--- src/rtl/hsvg_pkg.sv ---
// Hemisphere strip vertex generator: shared types, constants and tables.
// The quarter-wave sine table and texture tables are built at elaboration.
// No dependencies.
`default_nettype none

package hsvg_pkg;

    // Geometry and number formats
    localparam int SPHERE_RADIUS  = 450;
    localparam int SINE_FRAC_BITS = 15;
    localparam int RADIUS_W       = 11;
    localparam int SINE_W         = SINE_FRAC_BITS + 1;
    localparam int RS_W           = RADIUS_W + SINE_W;
    localparam int PROD_W         = RS_W + SINE_W;
    localparam int XY_SHIFT       = 2 * SINE_FRAC_BITS - 4;
    localparam int Z_SHIFT        = SINE_FRAC_BITS - 4;
    localparam int COORD_W        = 14;
    localparam int TEX_W          = 17;
    localparam int AZ_W           = 9;
    localparam int EL_W           = 7;
    localparam int ANGLE_W        = 10;
    localparam int IDX_W          = 7;
    localparam int TDATA_IN_W     = 8;
    localparam int TDATA_OUT_W    = 80;
    localparam int CFG_IDX_W      = 1;
    localparam int CFG_DATA_W     = 9;
    localparam int STEP_W         = 4;

    localparam int FULL_TURN      = 360;
    localparam int HALF_TURN      = 180;
    localparam int QUARTER_TURN   = 90;
    localparam int THREE_QUARTER  = 270;
    localparam int COORD_POS_MAX  = 8191;
    localparam int COORD_NEG_MAX  = 8192;
    localparam int TEX_ONE        = 65536;
    localparam int STEP_RESET     = 10;

    // Configuration register indexes
    localparam logic [CFG_IDX_W-1:0] CFG_AZIMUTH_STEP   = 1'b0;
    localparam logic [CFG_IDX_W-1:0] CFG_ELEVATION_STEP = 1'b1;

    // Sequencer steps: one product per step, consumed one step later
    localparam logic [STEP_W-1:0] STEP_R_SA  = 4'd0;
    localparam logic [STEP_W-1:0] STEP_R_CA  = 4'd1;
    localparam logic [STEP_W-1:0] STEP_Z_LO  = 4'd2;
    localparam logic [STEP_W-1:0] STEP_Z_HI  = 4'd3;
    localparam logic [STEP_W-1:0] STEP_X_LO  = 4'd4;
    localparam logic [STEP_W-1:0] STEP_Y_LO  = 4'd5;
    localparam logic [STEP_W-1:0] STEP_X_HI  = 4'd6;
    localparam logic [STEP_W-1:0] STEP_Y_HI  = 4'd7;
    localparam logic [STEP_W-1:0] STEP_DRAIN = 4'd8;

    typedef enum logic [1:0] {
        ST_IDLE,
        ST_CALC,
        ST_OUT_LO,
        ST_OUT_HI
    } state_t;

    typedef struct packed {
        logic              neg;
        logic [SINE_W-1:0] mag;
    } sine_t;

    typedef logic [SINE_W-1:0] sine_rom_t [0:QUARTER_TURN];
    typedef logic [TEX_W-1:0]  tex_s_rom_t [0:QUARTER_TURN-1];
    typedef logic [TEX_W-1:0]  tex_t_rom_t [0:QUARTER_TURN];

    // Divide a Taylor term by (2k)(2k+1), one fixed divisor per term
    function automatic longint unsigned taylor_divide(input longint unsigned term,
                                                      input int k);
        longint unsigned q;
        case (k)
            1:       q = term / 64'd6;
            2:       q = term / 64'd20;
            3:       q = term / 64'd42;
            4:       q = term / 64'd72;
            5:       q = term / 64'd110;
            6:       q = term / 64'd156;
            7:       q = term / 64'd210;
            8:       q = term / 64'd272;
            9:       q = term / 64'd342;
            10:      q = term / 64'd420;
            11:      q = term / 64'd506;
            12:      q = term / 64'd600;
            13:      q = term / 64'd702;
            default: q = term / 64'd812;
        endcase
        return q;
    endfunction

    // Taylor series of sin in Q30, rounded half up to SINE_FRAC_BITS
    function automatic sine_rom_t build_sine_rom();
        sine_rom_t       rom;
        longint unsigned x;
        longint unsigned x2;
        longint unsigned term;
        longint unsigned pos;
        longint unsigned negs;
        longint unsigned v;
        for (int d = 0; d <= QUARTER_TURN; d++) begin
            x    = (longint'(d) * 64'd3373259426 + 64'd90) / 64'd180;
            x2   = (x * x + (64'd1 << 29)) >> 30;
            term = x;
            pos  = x;
            negs = 64'd0;
            for (int k = 1; k <= 14; k++) begin
                term = (term * x2) >> 30;
                term = taylor_divide(term, k);
                if ((k % 2) == 1) begin
                    negs = negs + term;
                end else begin
                    pos = pos + term;
                end
            end
            v = (pos > negs) ? pos - negs : 64'd0;
            if (v > (64'd1 << 30)) begin
                v = 64'd1 << 30;
            end
            v = (v + (64'd1 << (29 - SINE_FRAC_BITS))) >> (30 - SINE_FRAC_BITS);
            rom[d] = SINE_W'(v);
        end
        return rom;
    endfunction

    // Fraction of a full turn of azimuth, rounded to Q16
    function automatic tex_s_rom_t build_tex_s_rom();
        tex_s_rom_t rom;
        for (int b = 0; b < QUARTER_TURN; b++) begin
            rom[b] = TEX_W'((b * TEX_ONE + HALF_TURN / 2 * 2) / FULL_TURN);
        end
        return rom;
    endfunction

    // Elevation over a quarter turn, rounded to Q16
    function automatic tex_t_rom_t build_tex_t_rom();
        tex_t_rom_t rom;
        for (int p = 0; p <= QUARTER_TURN; p++) begin
            rom[p] = TEX_W'((p * TEX_ONE + QUARTER_TURN / 2) / QUARTER_TURN);
        end
        return rom;
    endfunction

    localparam sine_rom_t  SINE_ROM  = build_sine_rom();
    localparam tex_s_rom_t TEX_S_ROM = build_tex_s_rom();
    localparam tex_t_rom_t TEX_T_ROM = build_tex_t_rom();

    // Fold an angle of up to 450 degrees onto the quarter-wave table
    function automatic sine_t sine_lookup(input logic [ANGLE_W-1:0] angle);
        logic [ANGLE_W-1:0] a;
        logic [ANGLE_W-1:0] idx;
        sine_t              r;
        a = (angle >= ANGLE_W'(FULL_TURN)) ? angle - ANGLE_W'(FULL_TURN) : angle;
        if (a <= ANGLE_W'(QUARTER_TURN)) begin
            idx   = a;
            r.neg = 1'b0;
        end else if (a <= ANGLE_W'(HALF_TURN)) begin
            idx   = ANGLE_W'(HALF_TURN) - a;
            r.neg = 1'b0;
        end else if (a <= ANGLE_W'(THREE_QUARTER)) begin
            idx   = a - ANGLE_W'(HALF_TURN);
            r.neg = 1'b1;
        end else begin
            idx   = ANGLE_W'(FULL_TURN) - a;
            r.neg = 1'b1;
        end
        if (idx == '0) begin
            r.neg = 1'b0;
        end
        r.mag = SINE_ROM[idx[IDX_W-1:0]];
        return r;
    endfunction

    // Texture s: one minus azimuth over a full turn, via quadrant split
    function automatic logic [TEX_W-1:0] tex_s_of(input logic [AZ_W-1:0] theta);
        logic [2:0]       quad;
        logic [AZ_W-1:0]  b;
        logic [TEX_W-1:0] base;
        if (theta >= AZ_W'(FULL_TURN)) begin
            quad = 3'd4;
            b    = theta - AZ_W'(FULL_TURN);
        end else if (theta >= AZ_W'(THREE_QUARTER)) begin
            quad = 3'd3;
            b    = theta - AZ_W'(THREE_QUARTER);
        end else if (theta >= AZ_W'(HALF_TURN)) begin
            quad = 3'd2;
            b    = theta - AZ_W'(HALF_TURN);
        end else if (theta >= AZ_W'(QUARTER_TURN)) begin
            quad = 3'd1;
            b    = theta - AZ_W'(QUARTER_TURN);
        end else begin
            quad = 3'd0;
            b    = theta;
        end
        base = TEX_W'(quad) << 14;
        return TEX_W'(TEX_ONE) - (base + TEX_S_ROM[b[IDX_W-1:0]]);
    endfunction

    // Round a product magnitude to Q10.4, saturate, encode two's complement
    function automatic logic [COORD_W-1:0] to_coord(input logic [PROD_W-1:0] prod,
                                                    input logic is_z,
                                                    input logic neg);
        logic [PROD_W:0] sum_xy;
        logic [PROD_W:0] sum_z;
        logic [PROD_W:0] mag;
        sum_xy = {1'b0, prod} + ((PROD_W+1)'(1) << (XY_SHIFT - 1));
        sum_z  = {1'b0, prod} + ((PROD_W+1)'(1) << (Z_SHIFT - 1));
        mag    = is_z ? (sum_z >> Z_SHIFT) : (sum_xy >> XY_SHIFT);
        if (neg) begin
            if (mag > (PROD_W+1)'(COORD_NEG_MAX)) begin
                mag = (PROD_W+1)'(COORD_NEG_MAX);
            end
            return COORD_W'(0) - mag[COORD_W-1:0];
        end
        if (mag > (PROD_W+1)'(COORD_POS_MAX)) begin
            mag = (PROD_W+1)'(COORD_POS_MAX);
        end
        return mag[COORD_W-1:0];
    endfunction

endpackage

`default_nettype wire

--- src/rtl/hemisphere_strip_vertex_generator_unit.sv ---
// Hemisphere strip vertex generator: angle stepping, shared multiplier
// sequencer and two-beat vertex output. Depends on hsvg_pkg.
`default_nettype none

// An accepted item that emits a pair runs the sequencer steps, then raises m_tvalid
// for the lower vertex; the upper vertex is offered in the cycle after the lower one
// is taken. The next request is accepted only after the upper vertex is taken; the
// rate is set by the 9-step schedule of the single 27x16 multiplier plus the two
// output beats and any output stall; an item that emits nothing leaves the unit idle.
// Reset (synchronous, aresetn low): counters and done state clear, both steps 10.
module hemisphere_strip_vertex_generator_unit (
    input  wire logic                                 aclk,
    input  wire logic                                 aresetn,
    // configuration write port
    input  wire logic                                 cfg_we,
    input  wire logic [hsvg_pkg::CFG_IDX_W-1:0]       cfg_index,
    input  wire logic [hsvg_pkg::CFG_DATA_W-1:0]      cfg_data,
    // request channel
    input  wire logic                                 s_tvalid,
    output logic                                      s_tready,
    input  wire logic [hsvg_pkg::TDATA_IN_W-1:0]      s_tdata,   // restart
    // vertex channel
    output logic                                      m_tvalid,
    input  wire logic                                 m_tready,
    // pos_x, pos_y, pos_z, tex_s, tex_t
    output logic [hsvg_pkg::TDATA_OUT_W-1:0]          m_tdata,
    output logic                                      m_tlast,   // pair_last
    output logic                                      m_tuser    // mesh_done
);

    localparam int CW = hsvg_pkg::COORD_W;
    localparam int TW = hsvg_pkg::TEX_W;

    // control state
    hsvg_pkg::state_t                  state_reg, state_next;
    logic [hsvg_pkg::STEP_W-1:0]       step_reg, step_next;
    logic [hsvg_pkg::AZ_W-1:0]         az_step_reg, az_step_next;
    logic [hsvg_pkg::EL_W-1:0]         el_step_reg, el_step_next;
    logic [hsvg_pkg::AZ_W-1:0]         az_reg, az_next;
    logic [hsvg_pkg::EL_W-1:0]         el_reg, el_next;
    logic                              fin_reg, fin_next;

    // per-item work registers
    logic [hsvg_pkg::AZ_W-1:0]         theta_reg;
    logic [hsvg_pkg::EL_W-1:0]         phi_reg;
    logic [hsvg_pkg::EL_W-1:0]         phi2_reg;
    logic                              done_reg;
    logic [hsvg_pkg::PROD_W-1:0]       prod_reg;
    logic                              prod_neg_reg;
    logic [hsvg_pkg::RS_W-1:0]         rsa_reg;
    logic [hsvg_pkg::RS_W-1:0]         rca_reg;
    logic                              na_reg;
    logic                              nc_reg;
    logic [CW-1:0]                     x0_reg, y0_reg, z0_reg;
    logic [CW-1:0]                     x1_reg, y1_reg, z1_reg;
    logic [TW-1:0]                     tex_s_reg, tex_t0_reg, tex_t1_reg;

    // request decode
    logic                              accept;
    logic                              restart;
    logic [hsvg_pkg::AZ_W-1:0]         az_eff;
    logic [hsvg_pkg::EL_W-1:0]         el_eff;
    logic                              fin_eff;
    logic [hsvg_pkg::AZ_W-1:0]         da;
    logic [hsvg_pkg::EL_W-1:0]         de;
    logic [hsvg_pkg::EL_W:0]           el_sum;
    logic [hsvg_pkg::EL_W+1:0]         el_sum2;
    logic [hsvg_pkg::AZ_W:0]           az_sum;
    logic                              out_of_range;
    logic                              wrap;
    logic                              last_ring;
    logic                              emit;

    // shared unit operands
    logic [hsvg_pkg::ANGLE_W-1:0]      angle_sel;
    hsvg_pkg::sine_t                   sine;
    logic [hsvg_pkg::RS_W-1:0]         mul_a;
    logic                              neg_mod;
    logic [hsvg_pkg::PROD_W-1:0]       mul_prod;
    logic [CW-1:0]                     coord;
    logic                              coord_is_z;

    assign accept  = s_tvalid && s_tready;
    assign restart = s_tdata[0];
    assign az_eff  = restart ? '0 : az_reg;
    assign el_eff  = restart ? '0 : el_reg;
    assign fin_eff = restart ? 1'b0 : fin_reg;
    assign da      = (az_step_reg == '0) ? hsvg_pkg::AZ_W'(1) : az_step_reg;
    assign de      = (el_step_reg == '0) ? hsvg_pkg::EL_W'(1) : el_step_reg;
    assign el_sum  = {1'b0, el_eff} + {1'b0, de};
    assign el_sum2 = {1'b0, el_sum} + {2'b00, de};
    assign az_sum  = {1'b0, az_eff} + {1'b0, da};

    assign out_of_range = (el_sum > (hsvg_pkg::EL_W+1)'(hsvg_pkg::QUARTER_TURN))
                       || (az_eff > hsvg_pkg::AZ_W'(hsvg_pkg::FULL_TURN));
    assign wrap      = az_sum > (hsvg_pkg::AZ_W+1)'(hsvg_pkg::FULL_TURN);
    assign last_ring = el_sum2 > (hsvg_pkg::EL_W+2)'(hsvg_pkg::QUARTER_TURN);
    assign emit      = accept && !fin_eff && !out_of_range;

    // Next state of the sequencer
    always_comb begin
        state_next = state_reg;
        unique case (state_reg)
            hsvg_pkg::ST_IDLE: begin
                if (emit) begin
                    state_next = hsvg_pkg::ST_CALC;
                end
            end
            hsvg_pkg::ST_CALC: begin
                if (step_reg == hsvg_pkg::STEP_DRAIN) begin
                    state_next = hsvg_pkg::ST_OUT_LO;
                end
            end
            hsvg_pkg::ST_OUT_LO: begin
                if (m_tready) begin
                    state_next = hsvg_pkg::ST_OUT_HI;
                end
            end
            hsvg_pkg::ST_OUT_HI: begin
                if (m_tready) begin
                    state_next = hsvg_pkg::ST_IDLE;
                end
            end
            default: state_next = hsvg_pkg::ST_IDLE;
        endcase
    end

    // Handshake and payload outputs
    always_comb begin
        s_tready = 1'b0;
        m_tvalid = 1'b0;
        m_tlast  = 1'b0;
        m_tuser  = done_reg;
        m_tdata  = {4'b0000, tex_t0_reg, tex_s_reg, z0_reg, y0_reg, x0_reg};
        unique case (state_reg)
            hsvg_pkg::ST_IDLE: begin
                s_tready = 1'b1;
            end
            hsvg_pkg::ST_CALC: begin
                s_tready = 1'b0;
            end
            hsvg_pkg::ST_OUT_LO: begin
                m_tvalid = 1'b1;
            end
            hsvg_pkg::ST_OUT_HI: begin
                m_tvalid = 1'b1;
                m_tlast  = 1'b1;
                m_tdata  = {4'b0000, tex_t1_reg, tex_s_reg, z1_reg, y1_reg, x1_reg};
            end
            default: s_tready = 1'b0;
        endcase
    end

    // Step counter, angle counters, done state and configuration
    always_comb begin
        step_next    = (state_reg == hsvg_pkg::ST_CALC) ? step_reg + 1'b1 : '0;
        az_step_next = az_step_reg;
        el_step_next = el_step_reg;
        az_next      = az_reg;
        el_next      = el_reg;
        fin_next     = fin_reg;
        if (cfg_we) begin
            unique case (cfg_index)
                hsvg_pkg::CFG_AZIMUTH_STEP:   az_step_next = cfg_data;
                hsvg_pkg::CFG_ELEVATION_STEP: el_step_next = cfg_data[hsvg_pkg::EL_W-1:0];
                default:                      az_step_next = az_step_reg;
            endcase
        end
        if (accept) begin
            // restart clears first; a finished or ill-fitting ring emits nothing
            az_next  = az_eff;
            el_next  = el_eff;
            fin_next = fin_eff;
            if (!fin_eff) begin
                if (out_of_range || (wrap && last_ring)) begin
                    fin_next = 1'b1;
                end else if (wrap) begin
                    az_next = '0;
                    el_next = el_sum[hsvg_pkg::EL_W-1:0];
                end else begin
                    az_next = az_sum[hsvg_pkg::AZ_W-1:0];
                end
            end
        end
    end

    always_ff @(posedge aclk) begin
        if (!aresetn) begin
            state_reg   <= hsvg_pkg::ST_IDLE;
            step_reg    <= '0;
            az_step_reg <= hsvg_pkg::AZ_W'(hsvg_pkg::STEP_RESET);
            el_step_reg <= hsvg_pkg::EL_W'(hsvg_pkg::STEP_RESET);
            az_reg      <= '0;
            el_reg      <= '0;
            fin_reg     <= 1'b0;
        end else begin
            state_reg   <= state_next;
            step_reg    <= step_next;
            az_step_reg <= az_step_next;
            el_step_reg <= el_step_next;
            az_reg      <= az_next;
            el_reg      <= el_next;
            fin_reg     <= fin_next;
        end
    end

    // Select angle and first operand for this step
    always_comb begin
        angle_sel = hsvg_pkg::ANGLE_W'(phi_reg);
        mul_a     = hsvg_pkg::RS_W'(hsvg_pkg::SPHERE_RADIUS);
        neg_mod   = 1'b0;
        unique case (step_reg)
            hsvg_pkg::STEP_R_SA: begin
                angle_sel = hsvg_pkg::ANGLE_W'(theta_reg);
            end
            hsvg_pkg::STEP_R_CA: begin
                angle_sel = hsvg_pkg::ANGLE_W'(theta_reg)
                          + hsvg_pkg::ANGLE_W'(hsvg_pkg::QUARTER_TURN);
            end
            hsvg_pkg::STEP_Z_LO: begin
                angle_sel = hsvg_pkg::ANGLE_W'(phi_reg)
                          + hsvg_pkg::ANGLE_W'(hsvg_pkg::QUARTER_TURN);
            end
            hsvg_pkg::STEP_Z_HI: begin
                angle_sel = hsvg_pkg::ANGLE_W'(phi2_reg)
                          + hsvg_pkg::ANGLE_W'(hsvg_pkg::QUARTER_TURN);
            end
            hsvg_pkg::STEP_X_LO: begin
                mul_a   = rsa_reg;
                neg_mod = na_reg;
            end
            hsvg_pkg::STEP_Y_LO: begin
                mul_a   = rca_reg;
                neg_mod = nc_reg;
            end
            hsvg_pkg::STEP_X_HI: begin
                angle_sel = hsvg_pkg::ANGLE_W'(phi2_reg);
                mul_a     = rsa_reg;
                neg_mod   = na_reg;
            end
            hsvg_pkg::STEP_Y_HI: begin
                angle_sel = hsvg_pkg::ANGLE_W'(phi2_reg);
                mul_a     = rca_reg;
                neg_mod   = nc_reg;
            end
            default: begin
                mul_a = rca_reg;
            end
        endcase
    end

    assign sine       = hsvg_pkg::sine_lookup(angle_sel);
    assign mul_prod   = hsvg_pkg::PROD_W'(mul_a) * hsvg_pkg::PROD_W'(sine.mag);
    // product registered last step was a z term when this step is Z_HI or X_LO
    assign coord_is_z = (step_reg == hsvg_pkg::STEP_Z_HI) || (step_reg == hsvg_pkg::STEP_X_LO);
    assign coord      = hsvg_pkg::to_coord(prod_reg, coord_is_z, prod_neg_reg);

    // Latch request, run the shared multiplier, route each product
    always_ff @(posedge aclk) begin
        if (emit) begin
            theta_reg <= az_eff;
            phi_reg   <= el_eff;
            phi2_reg  <= el_sum[hsvg_pkg::EL_W-1:0];
            done_reg  <= wrap && last_ring;
        end
        if (state_reg == hsvg_pkg::ST_CALC) begin
            prod_reg     <= mul_prod;
            prod_neg_reg <= sine.neg ^ neg_mod;
            if (step_reg == hsvg_pkg::STEP_R_SA) begin
                tex_s_reg  <= hsvg_pkg::tex_s_of(theta_reg);
                tex_t0_reg <= hsvg_pkg::TEX_T_ROM[phi_reg];
                tex_t1_reg <= hsvg_pkg::TEX_T_ROM[phi2_reg];
            end
            case (step_reg)
                hsvg_pkg::STEP_R_CA: begin
                    rsa_reg <= prod_reg[hsvg_pkg::RS_W-1:0];
                    na_reg  <= prod_neg_reg;
                end
                hsvg_pkg::STEP_Z_LO: begin
                    rca_reg <= prod_reg[hsvg_pkg::RS_W-1:0];
                    nc_reg  <= prod_neg_reg;
                end
                hsvg_pkg::STEP_Z_HI:  z0_reg <= coord;
                hsvg_pkg::STEP_X_LO:  z1_reg <= coord;
                hsvg_pkg::STEP_Y_LO:  x0_reg <= coord;
                hsvg_pkg::STEP_X_HI:  y0_reg <= coord;
                hsvg_pkg::STEP_Y_HI:  x1_reg <= coord;
                hsvg_pkg::STEP_DRAIN: y1_reg <= coord;
                default: ;
            endcase
        end
    end

`ifndef SYNTHESIS
    // never take a request while a vertex is on offer
    a_ready_excl: assert property (@(posedge aclk) disable iff (!aresetn)
        !(s_tready && m_tvalid))
        else $error("request ready while vertex valid");

    // the sequencer never runs past its last step
    a_step_bound: assert property (@(posedge aclk) disable iff (!aresetn)
        (state_reg == hsvg_pkg::ST_CALC) |-> (step_reg <= hsvg_pkg::STEP_DRAIN))
        else $error("step counter out of range");

    // lower vertex taken: upper vertex follows with the same done mark
    a_pair_follow: assert property (@(posedge aclk) disable iff (!aresetn)
        (m_tvalid && m_tready && !m_tlast) |=> (m_tvalid && m_tlast && $stable(m_tuser)))
        else $error("pair broken");

    // upper vertex taken: back to accepting requests
    a_pair_end: assert property (@(posedge aclk) disable iff (!aresetn)
        (m_tvalid && m_tready && m_tlast) |=> s_tready)
        else $error("not idle after pair");
`endif

endmodule

`default_nettype wire
--- config.mk ---
export PLATFORM = sky130hd
export DESIGN_NAME = hemisphere_strip_vertex_generator_unit
export DESIGN_NICKNAME = d
export VERILOG_FILES = /design/src/rtl/hsvg_pkg.sv /design/src/rtl/hemisphere_strip_vertex_generator_unit.sv
export SDC_FILE = /design/constraint.sdc
export NUM_CORES = 2
export LEC_CHECK = 0
export BUFFER_PORTS_ARGS = -buffer_cell sky130_fd_sc_hd__clkbuf_2
export CORE_ASPECT_RATIO = 0.9
export CORE_UTILIZATION = 50
export CTS_BUF_LIST = sky130_fd_sc_hd__clkbuf_2
export CTS_CLUSTER_SIZE = 16
export DETAILED_ROUTE_END_ITERATION = 12
export GPL_TIMING_DRIVEN = 1
export HOLD_SLACK_MARGIN = 0.05
export PLACE_DENSITY = 0.66
export SETUP_SLACK_MARGIN = 0.02
export SKIP_LAST_GASP = 1
export SLEW_MARGIN = 15
export SYNTH_ARGS = -nofsm -noshare
export SYNTH_HDL_FRONTEND = slang
export SYNTH_SLANG_ARGS = --single-unit
--- constraint.sdc ---
create_clock -name aclk -period 25.1 [get_ports aclk]
set_clock_uncertainty 0.2 [all_clocks]
set_input_delay 5.02 -clock aclk [delete_from_list [all_inputs] [get_ports aclk]]
set_output_delay 5.02 -clock aclk [all_outputs]
set_load 0.05 [all_outputs]
==> results.md <==
| Stage | Result | Value |
| --- | --- | --- |
| timing | Max transition margin | 14.46% |
| critical path | Capturing element of the worst setup path | prod_reg[36] |
| timing | Fin crit share | 68.44% |
| synth | Primary flip-flop cell chosen by synthesis mapping | sky130_fd_sc_hd__edfxtp_1 |
| critical path | Largest fanout on the critical path | 20 |
| critical path | Cell mode on critical path | sky130_fd_sc_hd__fa_1 |
| synth | Fraction of post-synthesis cell area in the top cell type by area | 20.44% |
| global routing | Global-route wire length before repair | 181.7 mm |
| final layout | Net count reported at finish | 4930 |
| die | Area of the die | 0.07720 mm^2 |
| routing | Total via count after detailed routing | 33500 |
| timing | Final count of negative-setup-slack endpoints | 0 |
| routing | Average routed wire per standard cell | 21.43 um |
| clock network | Total of cells resized after clock tree synthesis | 0 |
| die | Core ar. | 0.07500 mm^2 |
| critical path | Number of cells traversed by the worst register-to-register path | 52 |
| critical path | Register-to-register path setup slack | 7.92 ns |
| place | HPWL after detailed placement | 82.35 mm |
| die | Chip Height | 263.7 um |
| routing | Count of nets left with antenna violations after detail routing | 0 |
| final layout | Number of flip-flops in the largest register | 43 |
| critical path | Worst Setup End Kind | register |
| critical path | Critical register-to-register path endpoint | prod_reg[36] |
| timing | Final-report max-slew violation count | 0 |
| timing | Setup TNS Final | 0 ns |
| final layout | Fraction of layout cells with a size suffix above 1 | 11.32% |
| synth | Number of enable flip-flop cells after synthesis | 259 |
| clock network | CTS clock-pin slew for the worst setup and hold paths | 0.11 ns |
| die | Effective utilization at floorplan | 50.73% |
| critical path | Slowest stage cell on the critical path | sky130_fd_sc_hd__nor3b_2 |
| synth | Sequential area share after synthesis | 22.49% |
| place | Count of buffers from port buffering | 95 |
| critical path | Required time at the endpoint of the critical path | 25.67 ns |
| routing | DRT Pass-1 Iters | 6 |
| critical path | Startpoint-to-endpoint class of the critical path | register to register |
| synth | Count of cell types in the netlist | 124 |
| timing | Highest clock frequency the design can meet | 58.21 MHz |
| die | Horizontal die dimension | 292.8 um |
| final layout | P&R area growth vs syn | 4.591% |
| critical path | Arrival @ worst endpoint | 17.75 ns |
| job | Max Cap Violations | 0 |
| die | Site row count | 95 |
| clock network | CTS max path bufs | 3 |
| die | I/O pin total | 107 |
| routing | Starting DRT DRC Count | 3899 |
| timing | Final critical path time including I/O delays and setup | 17.18 ns |
| routing | DR DRC count | 0 |
| final layout | Leading cell type in the layout, fill and taps excluded | sky130_fd_sc_hd__inv_1 |
| clock network | TritonCTS clock tree | built |
| routing | Total wire length | 115.7 mm |
| min path | Hold path depth | 0 |
| final layout | Commonest non-fill, non-tap cells in the layout | 470 x sky130_fd_sc_hd__inv_1, 445 x sky130_fd_sc_hd__nand2_1, 351 x sky130_fd_sc_hd__fa_1 |
| global routing | Maximum number of pins on one net before global-route repair | 71 |
| global routing | Residual overflow from global routing | 0 |
| critical path | Worst setup startpoint | step_reg[0] |
| clock network | H-tree Lvls | 3 |
| clock network | Clock sink count | 298 |
| routing | Detail-routed via count per cell | 6.201 |
| status | Status | finished clean |
| synth | Mapped cell area | 0.03805 mm^2 |
| global routing | Number of antenna violations at the first check in global routing | 3 |
| synth | Mapped Avg Cell Area | 8.703 um^2 |
| clock network | Post-CTS setup buffer count | 0 |
| timing | Final hold violation count | 0 |
| synth | Yosys warns | 0 |
| global routing | Via count of the first global-routing pass | 31765 |
| critical path | Startpoint kind of the worst setup timing path | register |
| timing | Unrepaired setup endpoints after global routing | false |
| min path | Path category of the worst min-delay check | register to register |
| global routing | GRT Util Overall | 29.83% |
| synth | Post-synthesis instance total | 4372 |
| min path | Launch instance of the worst min-delay path | prod_reg[5] |
| clock network | Hold_buf cts | 0 |
| clock network | Clock insertion delay at the later pin of the skew report | 1.09 ns |
| clock network | Root buffer cell | sky130_fd_sc_hd__clkbuf_2 |
| synth | Share of synthesized registers carrying an async set or reset | 0% |
| synth | Largest cells by area after synthesis | sky130_fd_sc_hd__edfxtp_1 20%, sky130_fd_sc_hd__fa_1 18%, sky130_fd_sc_hd__ha_1 7.7% |
| critical path | R2R Path Start | step_reg[0] |
| synth | Total of flip-flops plus latches after synthesis | 298 |
| synth | Leading area contributor after synthesis | sky130_fd_sc_hd__edfxtp_1 |
| place | Final weighted congestion in routability-driven placement | 0.9972 |
| clock network | TritonCTS Buffers | 77 |
| critical path | CP peak stage delay | 0.76 ns |
| timing | Tightest Pin Transition | 1.283 ns |
==> through the flow <==
stage | instance area (um^2) | std cells | worst slack (ns) | util, % | hold slack, ns
3_5_place_dp | 39070 | 5262 | 8.400 | 52.10 | 0.2317
5_1_grt | 39790 | 5402 | 7.192 | 53.06 | 0.2553
2_1_floorplan | 38060 | 4375 | 12.02 | - | 0.2215
4_1_cts | 39780 | 5399 | 8.393 | 53.04 | 0.2121
6_report | 39790 | 5402 | 7.921 | 53.06 | 0.2243
3_3_place_gp | 39070 | 5262 | 8.536 | 52.10 | 0.2236
==> cells in the mapped netlist (17+ instances only) <==
master                        n
sky130_fd_sc_hd__nand2_1    445
sky130_fd_sc_hd__and3_1      47
sky130_fd_sc_hd__nor3_2      23
sky130_fd_sc_hd__xnor2_1     79
sky130_fd_sc_hd__mux2i_1     33
sky130_fd_sc_hd__ha_1       233
sky130_fd_sc_hd__buf_4       20
sky130_fd_sc_hd__nor2b_1     45
sky130_fd_sc_hd__a2bb2oi_1   20
sky130_fd_sc_hd__mux2_2      67
sky130_fd_sc_hd__o221ai_1    19
sky130_fd_sc_hd__a22oi_1     30
sky130_fd_sc_hd__buf_2       61
sky130_fd_sc_hd__buf_6       20
sky130_fd_sc_hd__nor2_1     316
sky130_fd_sc_hd__o31ai_1     18
sky130_fd_sc_hd__a21boi_0    23
sky130_fd_sc_hd__and2_1      34
sky130_fd_sc_hd__fa_1       351
sky130_fd_sc_hd__o21ai_0    240
sky130_fd_sc_hd__inv_1      470
sky130_fd_sc_hd__clkbuf_1   178
sky130_fd_sc_hd__a21oi_1    215
sky130_fd_sc_hd__nand4_1     47
sky130_fd_sc_hd__or3_1       17
sky130_fd_sc_hd__nand2b_1    27
sky130_fd_sc_hd__o21a_1      53
sky130_fd_sc_hd__xor2_1      37
sky130_fd_sc_hd__a311oi_1    17
sky130_fd_sc_hd__o22ai_1     27
sky130_fd_sc_hd__nand3_1    154
sky130_fd_sc_hd__o211ai_1    55
sky130_fd_sc_hd__a31oi_1     49
sky130_fd_sc_hd__a211oi_1    49
sky130_fd_sc_hd__edfxtp_1   259
sky130_fd_sc_hd__nor3_1     150
sky130_fd_sc_hd__a21o_1      37
sky130_fd_sc_hd__buf_1       32
sky130_fd_sc_hd__dfxtp_1     39
sky130_fd_sc_hd__o21ai_1     29
sky130_fd_sc_hd__nor4_1      30
==> kinds of logic after synthesis <==
group	after synthesis	synth area share [%]
muxes	106	3.183
and+or+nand+nor	1397	17.56
xor gates and xnor gates	116	2.670
adders and majority gates	584	26.13
buffers and inverters	792	8.613
other	1	0.009856
DFF	298	22.49
AOI/OAI and AO/OA	1078	19.34
==> worst min path at each step <==
stage                 end
2_1_floorplan  rca_reg[0]
3_3_place_gp   rca_reg[5]
3_5_place_dp   rca_reg[8]
4_1_cts        rsa_reg[5]
5_1_grt        rsa_reg[5]
6_report       rca_reg[5]
==> layout make-up <==
cell class,count,area (um^2)
fillers,7036,35210
multi-input cells,3285,26320
flip-flops and latches,298,8558
inverters,479,1798
well taps,1018,1274
repair buffers,182,1129
clock buffers,110,550.5
clock inverters,27,158.9
diodes,3,7.507
==> routing by layer <==
layer	GRT usage (%)	part of all wire, %
met1	43.96	44
met2	42.46	41
met3	8.489	12
met4	7.896	2.0
met5	1.063	0.11
==> worst max-delay path: cells and delay by family, from the launching register on <==
kind | cells | cell delay, ns
fa+ha+maj | 11 | 5.13
simple gates | 9 | 2.98
compound gates | 20 | 6.12
flops | 1 | 0.41
mux | 2 | 0.33
buf+inv | 10 | 1.73
Power is not shown: default switching activity piles up to over one toggle a cycle in this logic, so the estimate is an artifact.
